[config.mk]
export PLATFORM = sky130hd
export DESIGN_NAME = modular_inverse_top
export DESIGN_NICKNAME = d
export VERILOG_FILES = /design/src/rtl/mi_pkg.sv /design/src/rtl/mi_step.sv /design/src/rtl/modular_inverse_top.sv
export SDC_FILE = /design/constraint.sdc
export NUM_CORES = 1
export LEC_CHECK = 0
export BUFFER_PORTS_ARGS = -buffer_cell sky130_fd_sc_hd__buf_2
export CAP_MARGIN = 10
export CORE_MARGIN = 1
export CORE_UTILIZATION = 45
export CTS_CLUSTER_SIZE = 30
export DETAILED_ROUTE_END_ITERATION = 8
export GPL_TIMING_DRIVEN = 0
export PLACE_DENSITY = 0.69
export SYNTH_ARGS = -nofsm -noshare
export SYNTH_HDL_FRONTEND = slang
export SYNTH_SLANG_ARGS = --single-unit
[constraint.sdc]
create_clock -name clk -period 8.5 [get_ports clk]
set_input_delay 1.7 -clock clk [delete_from_list [all_inputs] [get_ports clk]]
set_output_delay 1.7 -clock clk [all_outputs]
set_load 0.005 [all_outputs]
[src/rtl/mi_pkg.sv]
// shared types and defaults for the modular inverse block
package mi_pkg;

    localparam int VALUE_BITS_DEFAULT = 31;

    // status of the shared divide step unit
    typedef struct packed {
        logic busy;
        logic done;
    } mi_step_stat_t;

endpackage

[src/rtl/mi_step.sv]
// one euclid step: restoring divide with shift-add of quotient times coefficient
module mi_step #(
    parameter int VALUE_BITS = mi_pkg::VALUE_BITS_DEFAULT
) (
    input  logic                         clk,
    input  logic                         rst_n,
    input  logic                         start,
    input  logic [VALUE_BITS-1:0]        dividend,
    input  logic [VALUE_BITS-1:0]        divisor,
    input  logic signed [VALUE_BITS+1:0] coef,
    output logic [VALUE_BITS-1:0]        rem,
    output logic signed [VALUE_BITS+1:0] prod,
    output mi_pkg::mi_step_stat_t        stat
);

    localparam int SW = VALUE_BITS + 2;
    localparam int CW = $clog2(VALUE_BITS + 1);

    logic                 busy_reg;
    logic                 done_reg;
    logic [CW-1:0]        cnt_reg;
    logic [VALUE_BITS-1:0] div_reg;
    logic [VALUE_BITS-1:0] rem_reg;
    logic signed [SW-1:0] prod_reg;

    logic [VALUE_BITS:0]  rem_shift;
    logic [VALUE_BITS:0]  rem_diff;
    logic                 qbit;
    logic signed [SW-1:0] prod_add;

    always_comb
    begin
        rem_shift = {rem_reg, div_reg[VALUE_BITS-1]};
        rem_diff  = rem_shift - {1'b0, divisor};
        qbit      = (rem_shift >= {1'b0, divisor});
        prod_add  = (prod_reg <<< 1) + (qbit ? coef : SW'(0));
    end

    always_ff @(posedge clk or negedge rst_n)
    begin
        if (!rst_n)
        begin
            busy_reg <= 1'b0;
            done_reg <= 1'b0;
            cnt_reg  <= '0;
        end
        else
        begin
            done_reg <= 1'b0;
            if (start)
            begin
                busy_reg <= 1'b1;
                cnt_reg  <= CW'(VALUE_BITS);
            end
            else if (busy_reg)
            begin
                cnt_reg <= cnt_reg - CW'(1);
                if (cnt_reg == CW'(1))
                begin
                    busy_reg <= 1'b0;
                    done_reg <= 1'b1;
                end
            end
        end
    end

    always_ff @(posedge clk)
    begin
        if (start)
        begin
            div_reg  <= dividend;
            rem_reg  <= '0;
            prod_reg <= '0;
        end
        else if (busy_reg)
        begin
            div_reg  <= div_reg << 1;
            rem_reg  <= qbit ? rem_diff[VALUE_BITS-1:0] : rem_shift[VALUE_BITS-1:0];
            prod_reg <= prod_add;
        end
    end

    assign rem       = rem_reg;
    assign prod      = prod_reg;
    assign stat.busy = busy_reg;
    assign stat.done = done_reg;

endmodule

[src/rtl/modular_inverse_top.sv]
// modular inverse by extended euclid, sequencer around a shared divide step
// One word in, one word out. For a zero modulus no divide step is run and the result word
// goes straight to the output slot. Otherwise each euclid step starts the shared restoring
// divider, which works one quotient bit per cycle (with the quotient-times-coefficient
// product built alongside), and then takes the step's result. The number of steps is that
// of the euclid remainder sequence, at most about 46 for 31-bit operands. The input stalls
// while an item is in work; a new word is taken while the previous result still waits.
module modular_inverse_top #(
    parameter int VALUE_BITS = mi_pkg::VALUE_BITS_DEFAULT
) (
    input  logic                  clk,
    input  logic                  rst_n,
    input  logic                  in_valid,
    output logic                  in_stall,
    input  logic [VALUE_BITS-1:0] value,
    input  logic [VALUE_BITS-1:0] modulus,
    output logic                  out_valid,
    input  logic                  out_stall,
    output logic [VALUE_BITS-1:0] inverse,
    output logic                  exists
);

    localparam int SW = VALUE_BITS + 2;

    typedef enum logic [1:0] {
        S_IDLE,
        S_DIV,
        S_FIX,
        S_OUT
    } state_t;

    state_t                state_reg;
    logic                  start_reg;
    logic                  out_valid_reg;
    logic                  out_valid_next;
    logic [VALUE_BITS-1:0] m_reg;
    logic [VALUE_BITS-1:0] prev_r_reg;
    logic [VALUE_BITS-1:0] cur_r_reg;
    logic signed [SW-1:0]  prev_s_reg;
    logic signed [SW-1:0]  cur_s_reg;
    logic [VALUE_BITS-1:0] res_reg;
    logic                  ex_reg;
    logic [VALUE_BITS-1:0] inverse_reg;
    logic                  exists_reg;

    logic [VALUE_BITS-1:0] step_rem;
    logic signed [SW-1:0]  step_prod;
    mi_pkg::mi_step_stat_t step_stat;

    logic signed [SW-1:0]  s_new;
    logic signed [SW-1:0]  m_ext;
    logic signed [SW-1:0]  fix_val;
    logic                  accept;
    logic                  out_free;

    mi_step #(
        .VALUE_BITS(VALUE_BITS)
    ) u_step (
        .clk      (clk),
        .rst_n    (rst_n),
        .start    (start_reg),
        .dividend (prev_r_reg),
        .divisor  (cur_r_reg),
        .coef     (cur_s_reg),
        .rem      (step_rem),
        .prod     (step_prod),
        .stat     (step_stat)
    );

    always_comb
    begin
        accept   = in_valid && (state_reg == S_IDLE);
        out_free = !out_valid_reg || !out_stall;
        // a waiting word stays until taken; a new one is loaded when the slot is free
        out_valid_next = out_valid_reg && out_stall;
        if ((state_reg == S_OUT) && out_free)
        begin
            out_valid_next = 1'b1;
        end
        s_new    = prev_s_reg - step_prod;
        m_ext    = $signed({2'b00, m_reg});
        // coefficient magnitude stays within the modulus, one correction suffices
        if (prev_s_reg < 0)
        begin
            fix_val = prev_s_reg + m_ext;
        end
        else if (prev_s_reg >= m_ext)
        begin
            fix_val = prev_s_reg - m_ext;
        end
        else
        begin
            fix_val = prev_s_reg;
        end
    end

    always_ff @(posedge clk or negedge rst_n)
    begin
        if (!rst_n)
        begin
            state_reg     <= S_IDLE;
            start_reg     <= 1'b0;
            out_valid_reg <= 1'b0;
            inverse_reg   <= '0;
            exists_reg    <= 1'b0;
        end
        else
        begin
            start_reg     <= 1'b0;
            out_valid_reg <= out_valid_next;
            case (state_reg)
                S_IDLE:
                begin
                    if (accept)
                    begin
                        if (modulus == '0)
                        begin
                            state_reg <= S_OUT;
                        end
                        else
                        begin
                            start_reg <= 1'b1;
                            state_reg <= S_DIV;
                        end
                    end
                end
                S_DIV:
                begin
                    if (step_stat.done)
                    begin
                        if (step_rem == '0)
                        begin
                            state_reg <= S_FIX;
                        end
                        else
                        begin
                            start_reg <= 1'b1;
                        end
                    end
                end
                S_FIX:
                begin
                    state_reg <= S_OUT;
                end
                S_OUT:
                begin
                    if (out_free)
                    begin
                        inverse_reg <= res_reg;
                        exists_reg  <= ex_reg;
                        state_reg   <= S_IDLE;
                    end
                end
                default:
                begin
                    state_reg <= S_IDLE;
                end
            endcase
        end
    end

    always_ff @(posedge clk)
    begin
        case (state_reg)
            S_IDLE:
            begin
                if (accept)
                begin
                    m_reg      <= modulus;
                    prev_r_reg <= value;
                    cur_r_reg  <= modulus;
                    prev_s_reg <= SW'(1);
                    cur_s_reg  <= '0;
                    res_reg    <= '0;
                    ex_reg     <= 1'b0;
                end
            end
            S_DIV:
            begin
                if (step_stat.done)
                begin
                    prev_r_reg <= cur_r_reg;
                    cur_r_reg  <= step_rem;
                    prev_s_reg <= cur_s_reg;
                    cur_s_reg  <= s_new;
                end
            end
            S_FIX:
            begin
                if (prev_r_reg == VALUE_BITS'(1))
                begin
                    res_reg <= fix_val[VALUE_BITS-1:0];
                    ex_reg  <= 1'b1;
                end
                else
                begin
                    res_reg <= '0;
                    ex_reg  <= 1'b0;
                end
            end
            default:
            begin
            end
        endcase
    end

    assign in_stall  = (state_reg != S_IDLE);
    assign out_valid = out_valid_reg;
    assign inverse   = inverse_reg;
    assign exists    = exists_reg;

endmodule
* Word-level counts from Yosys, hierarchy flattened
Cells that the tools add are included.
** Word-level totals
- Flip-flop bits (word level) :: 329
- Input port bits :: 66
- Word-level logic and storage cells :: 98
** Operators by class
- Add/subtract/negate cells :: 6
- Magnitude comparators :: 3
- Equality and inequality tests :: 9
- Mux-type cells :: 44
- Reduce and logical (&&, ||, !) cells :: 18
** Operators by type and width (count)
- 31-bit two-way mux :: 11
- 31-bit one-hot mux with 2 select lines :: 3
- 33-bit two-way mux :: 5
- 33-bit one-hot mux with 2 select lines :: 2
- 31-bit zero test :: 2
- 31-bit subtractor :: 2
- 33-bit adder :: 1
- 33-bit by 32-bit greater-or-equal comparator with 1-bit output :: 1
- 33-bit by 1-bit less-than comparator with 1-bit output, second input constant :: 1
- 33-bit subtractor :: 1
- 32-bit by 31-bit greater-or-equal comparator with 1-bit output :: 1
- 31-bit adder :: 1
- 31-bit by 1-bit == test with 1-bit output, second input constant :: 1
- 1-bit two-way mux :: 13
- 2-bit two-way mux :: 5
- 5-bit two-way mux :: 2
- 2-bit one-hot mux with 4 select lines :: 1
- 2-bit nonzero test :: 4
- 2-bit inequality test, second input constant :: 3
- 2-bit AND reduction :: 3
- 5-bit by 1-bit == test with 1-bit output, second input constant :: 1
- 5-bit by 1-bit subtractor with 5-bit output, second input constant :: 1
- 2-bit == test, second input constant :: 2
- 1-bit one-hot mux with 2 select lines :: 2
- other kinds (8) :: 11

* Depth between registers and ports, before layout
Gate-level depths: netlist of the first run.
- Word-level depth :: 5
- Gate-level depth with buffers :: 25

* By module
Synthesis of the first run repeated with hierarchy kept, for this count alone.
** Second synthesis, totals
- Cells, all modules :: 2215
- Area, all modules :: 21922.3 um^2
** By module, submodules not included
- modular_inverse_top :: times used 1, cells an instance 1343, area an instance 14335.0 um^2, sequential area each 6636.4 um^2
- mi_step :: times used 1, cells an instance 872, area an instance 7587.3 um^2, sequential area each 2387.3 um^2

* Worst setup path after synthesis of the first run
OpenSTA, ideal clock, no wires.
- Path kind :: input to register
- Start :: input in_valid
- End :: register cur_r_reg[0] (enable)
- Setup time :: 0.658 ns
- Arrival time :: 7.972 ns
- Path slack :: -0.130 ns
- Cell stages on the path :: 2
- Buffers on the path :: 0
- Cells stage by stage :: o22ai_1 > a21oi_1
** On the way
- Cells in the longest elaborated chain, start to end :: 3
** RTL lines
- start, declared :: line modular_inverse_top.sv:13 : input logic in_valid,
- 1-bit logical AND :: line modular_inverse_top.sv:72 : accept = in_valid && (state_reg == S_IDLE);
- 2-bit inequality test (no line)
- 3-bit AND reduction (no line)
- end signal, assigned :: line modular_inverse_top.sv:171 : cur_r_reg <= modulus;
- end signal, assigned :: line modular_inverse_top.sv:183 : cur_r_reg <= step_rem;
- end, declared :: line modular_inverse_top.sv:38 : logic [VALUE_BITS-1:0] cur_r_reg;
Every way passes these cells.
A chain may end at the register's enable or synchronous reset.

* Final worst setup path of the first run
- Start :: register cur_r_reg[2]
- End :: register u_step.prod_reg[27] (netlist: u_step.prod[27])
** On the way
- Cells in the longest elaborated chain, start to end :: 3
** RTL lines
- 32-bit by 31-bit greater-or-equal comparator with 1-bit output :: line mi_step.sv:35 : qbit = (rem_shift >= {1'b0, divisor});
- 33-bit two-way mux :: line mi_step.sv:36 : prod_add = (prod_reg <<< 1) + (qbit ? coef : SW'(0));
- 33-bit adder :: line mi_step.sv:36
- end signal, assigned :: line mi_step.sv:79 : prod_reg <= prod_add;
- end, declared :: line mi_step.sv:24 : logic signed [SW-1:0] prod_reg;
Every way passes these cells.

==> results of run 1 <==
worst register-to-register path: cells and delay by family (launching register included):
family                     cells  cell delay [ns]
adders and majority gates      3             1.06
buffers and inverters          3             1.05
DFF                            1             0.44
xor gates and xnor gates       1             0.17
AOI/OAI and AO/OA             11             3.33
and+or+nand+nor                5             0.86
area by class of cell:
cell class                      count  share of cell area [%]
Timing Repair Buffer              107                    2.78
Sequential cell                   329                    37.4
Tap cell                          607                    3.15
Inverter                          147                    2.29
Multi-Input combinational cell   1571                    47.4
Clock buffer                       50                    4.38
Buffer                             99                    1.74
Clock inverter                     17                   0.855
metrics by stage:
step,hold slack [ns],std cells,setup slack (ns),util (%)
floorplan,0.454,2146,2.77,-
finish,0.477,2927,1.43,51.6
global placement,0.457,2852,0.980,48.5
global route,0.488,2927,1.01,51.6
detailed placement,0.465,2859,1.53,48.9
CTS,0.479,2926,1.46,51.6
logic make-up (layout without fill, tap and decap cells):
logic type / after synthesis / in the layout / synth area share, %
xor gates and xnor gates: 134 / 134 / 5.48
AOI/OAI and AO/OA: 556 / 556 / 17.2
adders and majority gates: 166 / 166 / 9.87
buffers and inverters: 246 / 420 / 4.53
and+or+nand+nor: 568 / 568 / 13.2
DFF: 329 / 329 / 42.1
muxes: 147 / 147 / 7.61
cell usage in the layout (no fill, tap or decap), types with 87 or more instances in the layout:
master,count
sky130_fd_sc_hd__edfxtp_1,222
sky130_fd_sc_hd__a21oi_1,148
sky130_fd_sc_hd__inv_1,146
sky130_fd_sc_hd__nand2_1,129
sky130_fd_sc_hd__o21ai_0,94
sky130_fd_sc_hd__nor2_1,162
sky130_fd_sc_hd__buf_2,115
sky130_fd_sc_hd__ha_1,161
sky130_fd_sc_hd__xnor2_1,87
sky130_fd_sc_hd__mux2_2,127
worst max-delay path by stage:
stage	slack, ns	start	cells after the start	to
final	1.43	cur_r_reg[2]$_DFFE_PP_	23	u_step.prod[27]$_SDFFE_PP0P_
after global routing	1.01	cur_r_reg[2]$_DFFE_PP_	23	u_step.prod[27]$_SDFFE_PP0P_
after CTS	1.46	cur_r_reg[2]$_DFFE_PP_	23	u_step.prod[27]$_SDFFE_PP0P_
after detailed placement	1.53	cur_r_reg[2]$_DFFE_PP_	23	u_step.prod[31]$_SDFFE_PP0P_
after global placement	0.98	in_valid	3	cur_s_reg[4]$_SDFFCE_PN0P_
after floorplan	2.77	in_valid	2	cur_r_reg[0]$_DFFE_PP_
per-layer routing:
layer / up-vias / GRT usage (%) / wire length (um)
li1: 8100 / - / -
met1: 8213 / 33.1 / 26800
met2: 620 / 44.2 / 29700
met3: 136 / 2.87 / 3350
met4: 0 / 12.8 / 2930
met5: - / 0 / 0
==> load_flow_metrics.sql, run 1 <==
INSERT INTO impl_metrics (metric_group, metric, value, unit) VALUES
('run_status', 'run_status', 'finished with violations', ''),
('run_status', 'failed_checks', 'DRC', ''),
('critical_path', 'critical_path.max_fanout', '10', ''),
('final_layout', 'multi_input_comb_area', '11400', 'sq um'),
('die', 'die_y', '220', 'um'),
('clocking', 'h_tree_depth', '2', ''),
('placed_design', 'dpl-instance-area', '22800', 'sq um'),
('worst_hold_path', 'worst_hold_path.endpoint', 'inverse[17]$_DFFE_PN0P_', ''),
('placed_design', 'finalWeightedCongestion', '0.956', ''),
('critical_path', 'beginning_of_the_worst_register_to_register_path', 'cur_r_reg[2]$_DFFE_PP_', ''),
('die', 'fp.dieArea', '48500', 'sq um'),
('global_routing', 'grt_use_total', '26.1', '%'),
('routing', 'final_antenna_net_count', '0', ''),
('critical_path', 'worst-r2r-setup-slack', '1.43', 'ns'),
('die', 'floorplan.initialDensity', '45.8', '%'),
('clocking', 'clkLatencyLatePin', '0.57', 'ns'),
('clocking', 'cts_sinks', '329', ''),
('worst_hold_path', 'whs_path_depth', '1', ''),
('critical_path', 'worst_path_top_cell_family_by_delay', 'compound AO/OA/AOI/OAI gates', ''),
('clocking', 'post_cts_resize_count', '0', ''),
('critical_path', 'cp_data_required_time', '8.91', 'ns'),
('clocking', 'clock_tree.buffer_depth', '3', ''),
('sta', 'post-route-period-util', '83.2', '%'),
('global_routing', 'pin_count_of_the_biggest_net_entering_global_routing', '44', ''),
('clocking', 'cts.repair_timing.setup_buffer_count', '0', ''),
('placed_design', 'port_buffers', '99', ''),
('global_routing', 'grt_overflow_total', '0', ''),
('sta', 'report.final.hold_viol_count', '0', ''),
('global_routing', 'antenna_violations_before_repair', '0', ''),
('die', 'top_level_ports', '100', ''),
('logic_synthesis', 'yosysWarningCount', '0', ''),
('final_layout', 'finalNetCount', '2524', ''),
('global_routing', 'first_global_vias', '16700', ''),
('final_layout', 'antenna_cells_inserted', '0', ''),
('worst_hold_path', 'min_path_type', 'reg2reg', ''),
('logic_synthesis', 'synth-async-reset-ratio', '13.1', '%'),
('placed_design', 'place_hpwl', '49.3', 'mm'),
('critical_path', 'critical-path-max-stage-delay', '0.84', 'ns'),
('logic_synthesis', 'yosysUniqueCellTypes', '85', ''),
('routing', 'first_pass_iters', '7', ''),
('critical_path', 'ff2ff_path_depth', '23', ''),
('logic_synthesis', 'synth.net_count', '2378', ''),
('logic_synthesis', 'synth-edff-count', '222', ''),
('sta', 'final-setup-viol-count', '0', ''),
('sta', 'maxSlewViolCount', '0', ''),
('critical_path', 'start_kind', 'flop', ''),
('critical_path', 'cpMaxStageDelayCell', 'sky130_fd_sc_hd__a2111oi_0', ''),
('routing', 'dr.first_iter.drc_count', '1092', ''),
('sta', 'max_slew.worst_pin.slew', '1.05', 'ns'),
('logic_synthesis', 'synth_seq_area_share', '42.1', '%'),
('flow_run', 'cap_viol_max_count', '0', ''),
('sta', 'clock_skew', '0.0236', 'ns'),
('critical_path', 'critical_path_buf_inv_count', '3', ''),
('routing', 'detail_route.vias_per_cell', '5.83', ''),
('clocking', 'cts-buffers-inserted', '37', ''),
('die', 'die_w', '220', 'um'),
('critical_path', 'cp-end-kind', 'flop', ''),
('sta', 'maxClockFrequency', '141', 'MHz'),
('logic_synthesis', 'post_synth_inst_count', '2146', ''),
('logic_synthesis', 'synth_common_cells', 'sky130_fd_sc_hd__edfxtp_1 (222), sky130_fd_sc_hd__nor2_1 (162), sky130_fd_sc_hd__ha_1 (161)', ''),
('routing', 'final_wl', '62.7', 'mm'),
('clocking', 'cts_tree', 'built', ''),
('logic_synthesis', 'synth.largest_area_cell', 'sky130_fd_sc_hd__edfxtp_1', ''),
('final_layout', 'layout.filler_cells', '4218', ''),
('final_layout', 'layout.area.seq', '9020', 'sq um'),
('logic_synthesis', 'netlist_area_pre_place', '21400', 'sq um'),
('critical_path', 'worst_ep_arrival_time', '7.48', 'ns'),
('final_layout', 'flow.area_growth_from_synthesis', '12.7', '%'),
('routing', 'detail_route.wl_per_cell', '21.4', 'um'),
('routing', 'drc', '4', ''),
('critical_path', 'rr_endpoint', 'u_step.prod[27]$_SDFFE_PP0P_', '');
Power of run 1 is not shown: default switching activity piles up to over one toggle a cycle in this logic, so the estimate is an artifact.
==> run 2: changes to the inputs <==
Clock period 8.5 ns to 7 ns, I/O delays scaled along.
==> run 2 against run 1 <==
  * The run still ends with DRC left
  * Worst setup slack worse by 0.98 ns
  * Utilization hardly changed
  * Clock skew is 0.0010 ns higher
  * Count of clock-buffer cells in the layout stayed put
  * Routed wire length hardly changed
  * Register-to-register slack worse by 0.98 ns
  * Critical path type unchanged
  * Critical endpoint unchanged
  * Highest routed layer unchanged
==> load_flow_metrics.sql, run 2 (synthesized netlist as in run 1, its figures left out) <==
INSERT INTO impl_metrics (metric_group, metric, value, unit) VALUES
('run_status', 'run_status', 'finished with violations', ''),
('run_status', 'failed_checks', 'DRC', ''),
('sta', 'maxSlewViolCount', '0', ''),
('placed_design', 'pre_cts_ws', '0.0289', 'ns'),
('routing', 'final_antenna_net_count', '0', ''),
('sta', 'fin_crit', '6.55', 'ns'),
('critical_path', 'setup.worst_path.start', 'cur_r_reg[2]$_DFFE_PP_', ''),
('clocking', 'hold_buffers', '0', ''),
('routing', 'first_pass_iters', '7', ''),
('sta', 'final-setup-viol-count', '0', ''),
('critical_path', 'worst_ep_arrival_time', '6.95', 'ns'),
('critical_path', 'critical_path.max_fanout', '10', ''),
('global_routing', 'grt_use_total', '26.1', '%'),
('critical_path', 'rr_endpoint', 'u_step.prod[27]$_SDFFE_PP0P_', ''),
('critical_path', 'criticalPathCategory', 'reg2reg', ''),
('die', 'placeableCoreArea', '46800', 'sq um'),
('clocking', 'clock_tree.buffer_depth', '3', ''),
('clocking', 'cts-buffers-inserted', '37', ''),
('critical_path', 'worst-r2r-setup-slack', '0.45', 'ns'),
('routing', 'via_count', '17100', ''),
('clocking', 'cts.repair_timing.setup_buffer_count', '0', ''),
('worst_hold_path', 'min_path_type', 'reg2reg', ''),
('clocking', 'cts_tree', 'built', ''),
('global_routing', 'grt_pass1_wl', '95.6', 'mm'),
('placed_design', 'place_hpwl', '49.3', 'mm'),
('critical_path', 'worstSetupEndpoint', 'u_step.prod[27]$_SDFFE_PP0P_', ''),
('clocking', 'clkLatencyLatePin', '0.57', 'ns'),
('critical_path', 'cp_data_required_time', '7.41', 'ns'),
('die', 'die_y', '220', 'um'),
('sta', 'max_slew.worst_pin.slew', '1.04', 'ns'),
('sta', 'max_slew_headroom', '29.9', '%'),
('die', 'top_level_ports', '100', ''),
('placed_design', 'finalWeightedCongestion', '0.956', ''),
('clocking', 'cts_root_buf', 'sky130_fd_sc_hd__clkbuf_16', ''),
('sta', 'setup_repair_after_global_routing_missed_its_margin', 'no', ''),
('global_routing', 'grt_overflow_total', '0', ''),
('clocking', 'post_cts_resize_count', '1', ''),
('clocking', 'cts_sinks', '329', ''),
('routing', 'detail_route.wl_per_cell', '21.4', 'um'),
('routing', 'detail_route.vias_per_cell', '5.84', ''),
('final_layout', 'finalNetCount', '2524', ''),
('critical_path', 'start_kind', 'flop', ''),
('sta', 'worst_slack', '0.453', 'ns'),
('die', 'fp.dieArea', '48500', 'sq um'),
('global_routing', 'antenna_violations_before_repair', '0', ''),
('die', 'floorplan.initialDensity', '45.8', '%'),
('sta', 'post-route-period-util', '93.5', '%'),
('placed_design', 'port_buffers', '99', ''),
('sta', 'report.final.hold_viol_count', '0', ''),
('global_routing', 'first_global_vias', '16700', ''),
('routing', 'drc', '4', ''),
('global_routing', 'pin_count_of_the_biggest_net_entering_global_routing', '44', ''),
('final_layout', 'layout-drive-gt1-share', '14.7', '%'),
('sta', 'maxClockFrequency', '153', 'MHz'),
('critical_path', 'beginning_of_the_worst_register_to_register_path', 'cur_r_reg[2]$_DFFE_PP_', ''),
('critical_path', 'ff2ff_path_depth', '23', ''),
('die', 'placement_rows', '79', ''),
('final_layout', 'flow.area_growth_from_synthesis', '12.8', '%'),
('routing', 'final_wl', '62.7', 'mm'),
('final_layout', 'mostFrequentLayoutCell', 'sky130_fd_sc_hd__edfxtp_1', ''),
('die', 'die_w', '220', 'um'),
('final_layout', 'antenna_cells_inserted', '0', ''),
('routing', 'dr.first_iter.drc_count', '1087', ''),
('flow_run', 'cap_viol_max_count', '0', ''),
('clocking', 'h_tree_depth', '2', ''),
('final_layout', 'highest_count_cells_in_the_layout_ignoring_fill_and_taps', 'sky130_fd_sc_hd__edfxtp_1 (222), sky130_fd_sc_hd__nor2_1 (162), sky130_fd_sc_hd__ha_1 (161), sky130_fd_sc_hd__a21oi_1 (148), sky130_fd_sc_hd__inv_1 (146)', ''),
('clocking', 'worst_setup_hold_path_clk_slew', '0.06', 'ns'),
('sta', 'clock_skew', '0.0247', 'ns'),
('critical_path', 'cp-end-kind', 'flop', '');
[run 2: cell types whose count changed in the layout (fill, tap and decap cells not counted)]
cell / change
sky130_fd_sc_hd__a2111oi_2: +1
sky130_fd_sc_hd__clkbuf_2: +1
sky130_fd_sc_hd__o41ai_2: -1
sky130_fd_sc_hd__o41ai_4: +1
sky130_fd_sc_hd__a2111oi_0: -1
sky130_fd_sc_hd__clkbuf_1: -1
[run 2: layout make-up]
type                            instances  area (sq um)
Buffer                                 99           422
Clock buffer                           50          1060
Clock inverter                         17           206
Fill cell                            4218         22600
Inverter                              147           552
Multi-Input combinational cell       1571         11500
Sequential cell                       329          9020
Tap cell                              607           759
Timing Repair Buffer                  107           671
[run 2: worst min path at each step]
stage / startpoint / endpoint / slack, ns / cells past startpoint
finish: res_reg[17]$_SDFFCE_PN0P_ / inverse[17]$_DFFE_PN0P_ / 0.48 / 1
global route: res_reg[10]$_SDFFCE_PN0P_ / inverse[10]$_DFFE_PN0P_ / 0.49 / 1
CTS: res_reg[25]$_SDFFCE_PN0P_ / inverse[25]$_DFFE_PN0P_ / 0.48 / 1
detailed placement: res_reg[29]$_SDFFCE_PN0P_ / inverse[29]$_DFFE_PN0P_ / 0.46 / 1
global placement: res_reg[17]$_SDFFCE_PN0P_ / inverse[17]$_DFFE_PN0P_ / 0.46 / 1
floorplan: ex_reg$_SDFFCE_PN0P_ / exists$_DFFE_PN0P_ / 0.45 / 1
[run 2: stage by stage]
step | hold slack, ns | setup TNS, ns | cell area [sq um] | instances | utilization [%]
floorplan | 0.454 | 0 | 21400 | 2146 | -
global placement | 0.457 | -26.46 | 22700 | 2852 | 48.5
detailed placement | 0.465 | 0 | 22800 | 2859 | 48.9
CTS | 0.479 | 0 | 24100 | 2926 | 51.6
global route | 0.488 | 0 | 24200 | 2927 | 51.7
finish | 0.477 | 0 | 24200 | 2927 | 51.7
[run 2: critical path: stages (launching register included)]
cell and delay, ns:
sky130_fd_sc_hd__edfxtp_1 0.44, sky130_fd_sc_hd__inv_1 0.07, sky130_fd_sc_hd__ha_1 0.38, sky130_fd_sc_hd__nor2b_1 0.18, sky130_fd_sc_hd__o31a_1 0.28, sky130_fd_sc_hd__o21ai_1 0.42, sky130_fd_sc_hd__o211ai_1 0.23, sky130_fd_sc_hd__a21oi_1 0.20
sky130_fd_sc_hd__a21o_1 0.13, sky130_fd_sc_hd__clkbuf_1 0.39, sky130_fd_sc_hd__buf_2 0.38, sky130_fd_sc_hd__buf_2 0.35, sky130_fd_sc_hd__nor2b_1 0.13, sky130_fd_sc_hd__fa_1 0.46, sky130_fd_sc_hd__a21oi_1 0.24, sky130_fd_sc_hd__o21ai_0 0.19
sky130_fd_sc_hd__a2111oi_2 0.54, sky130_fd_sc_hd__or3_1 0.21, sky130_fd_sc_hd__nand2_1 0.10, sky130_fd_sc_hd__and4b_1 0.24, sky130_fd_sc_hd__o41ai_4 0.43, sky130_fd_sc_hd__o21ai_0 0.17, sky130_fd_sc_hd__xnor2_1 0.16, sky130_fd_sc_hd__o22ai_1 0.08
[run 2: routing by layer]
metal | vias to the layer above | wire length (um) | GRT usage (%)
met5 | - | 0 | 0
met4 | 0 | 3040 | 12.8
met3 | 141 | 3510 | 2.87
met2 | 616 | 29500 | 44.2
met1 | 8232 | 26600 | 33.1
li1 | 8114 | - | -
Power of run 2 is left out for the same reason.
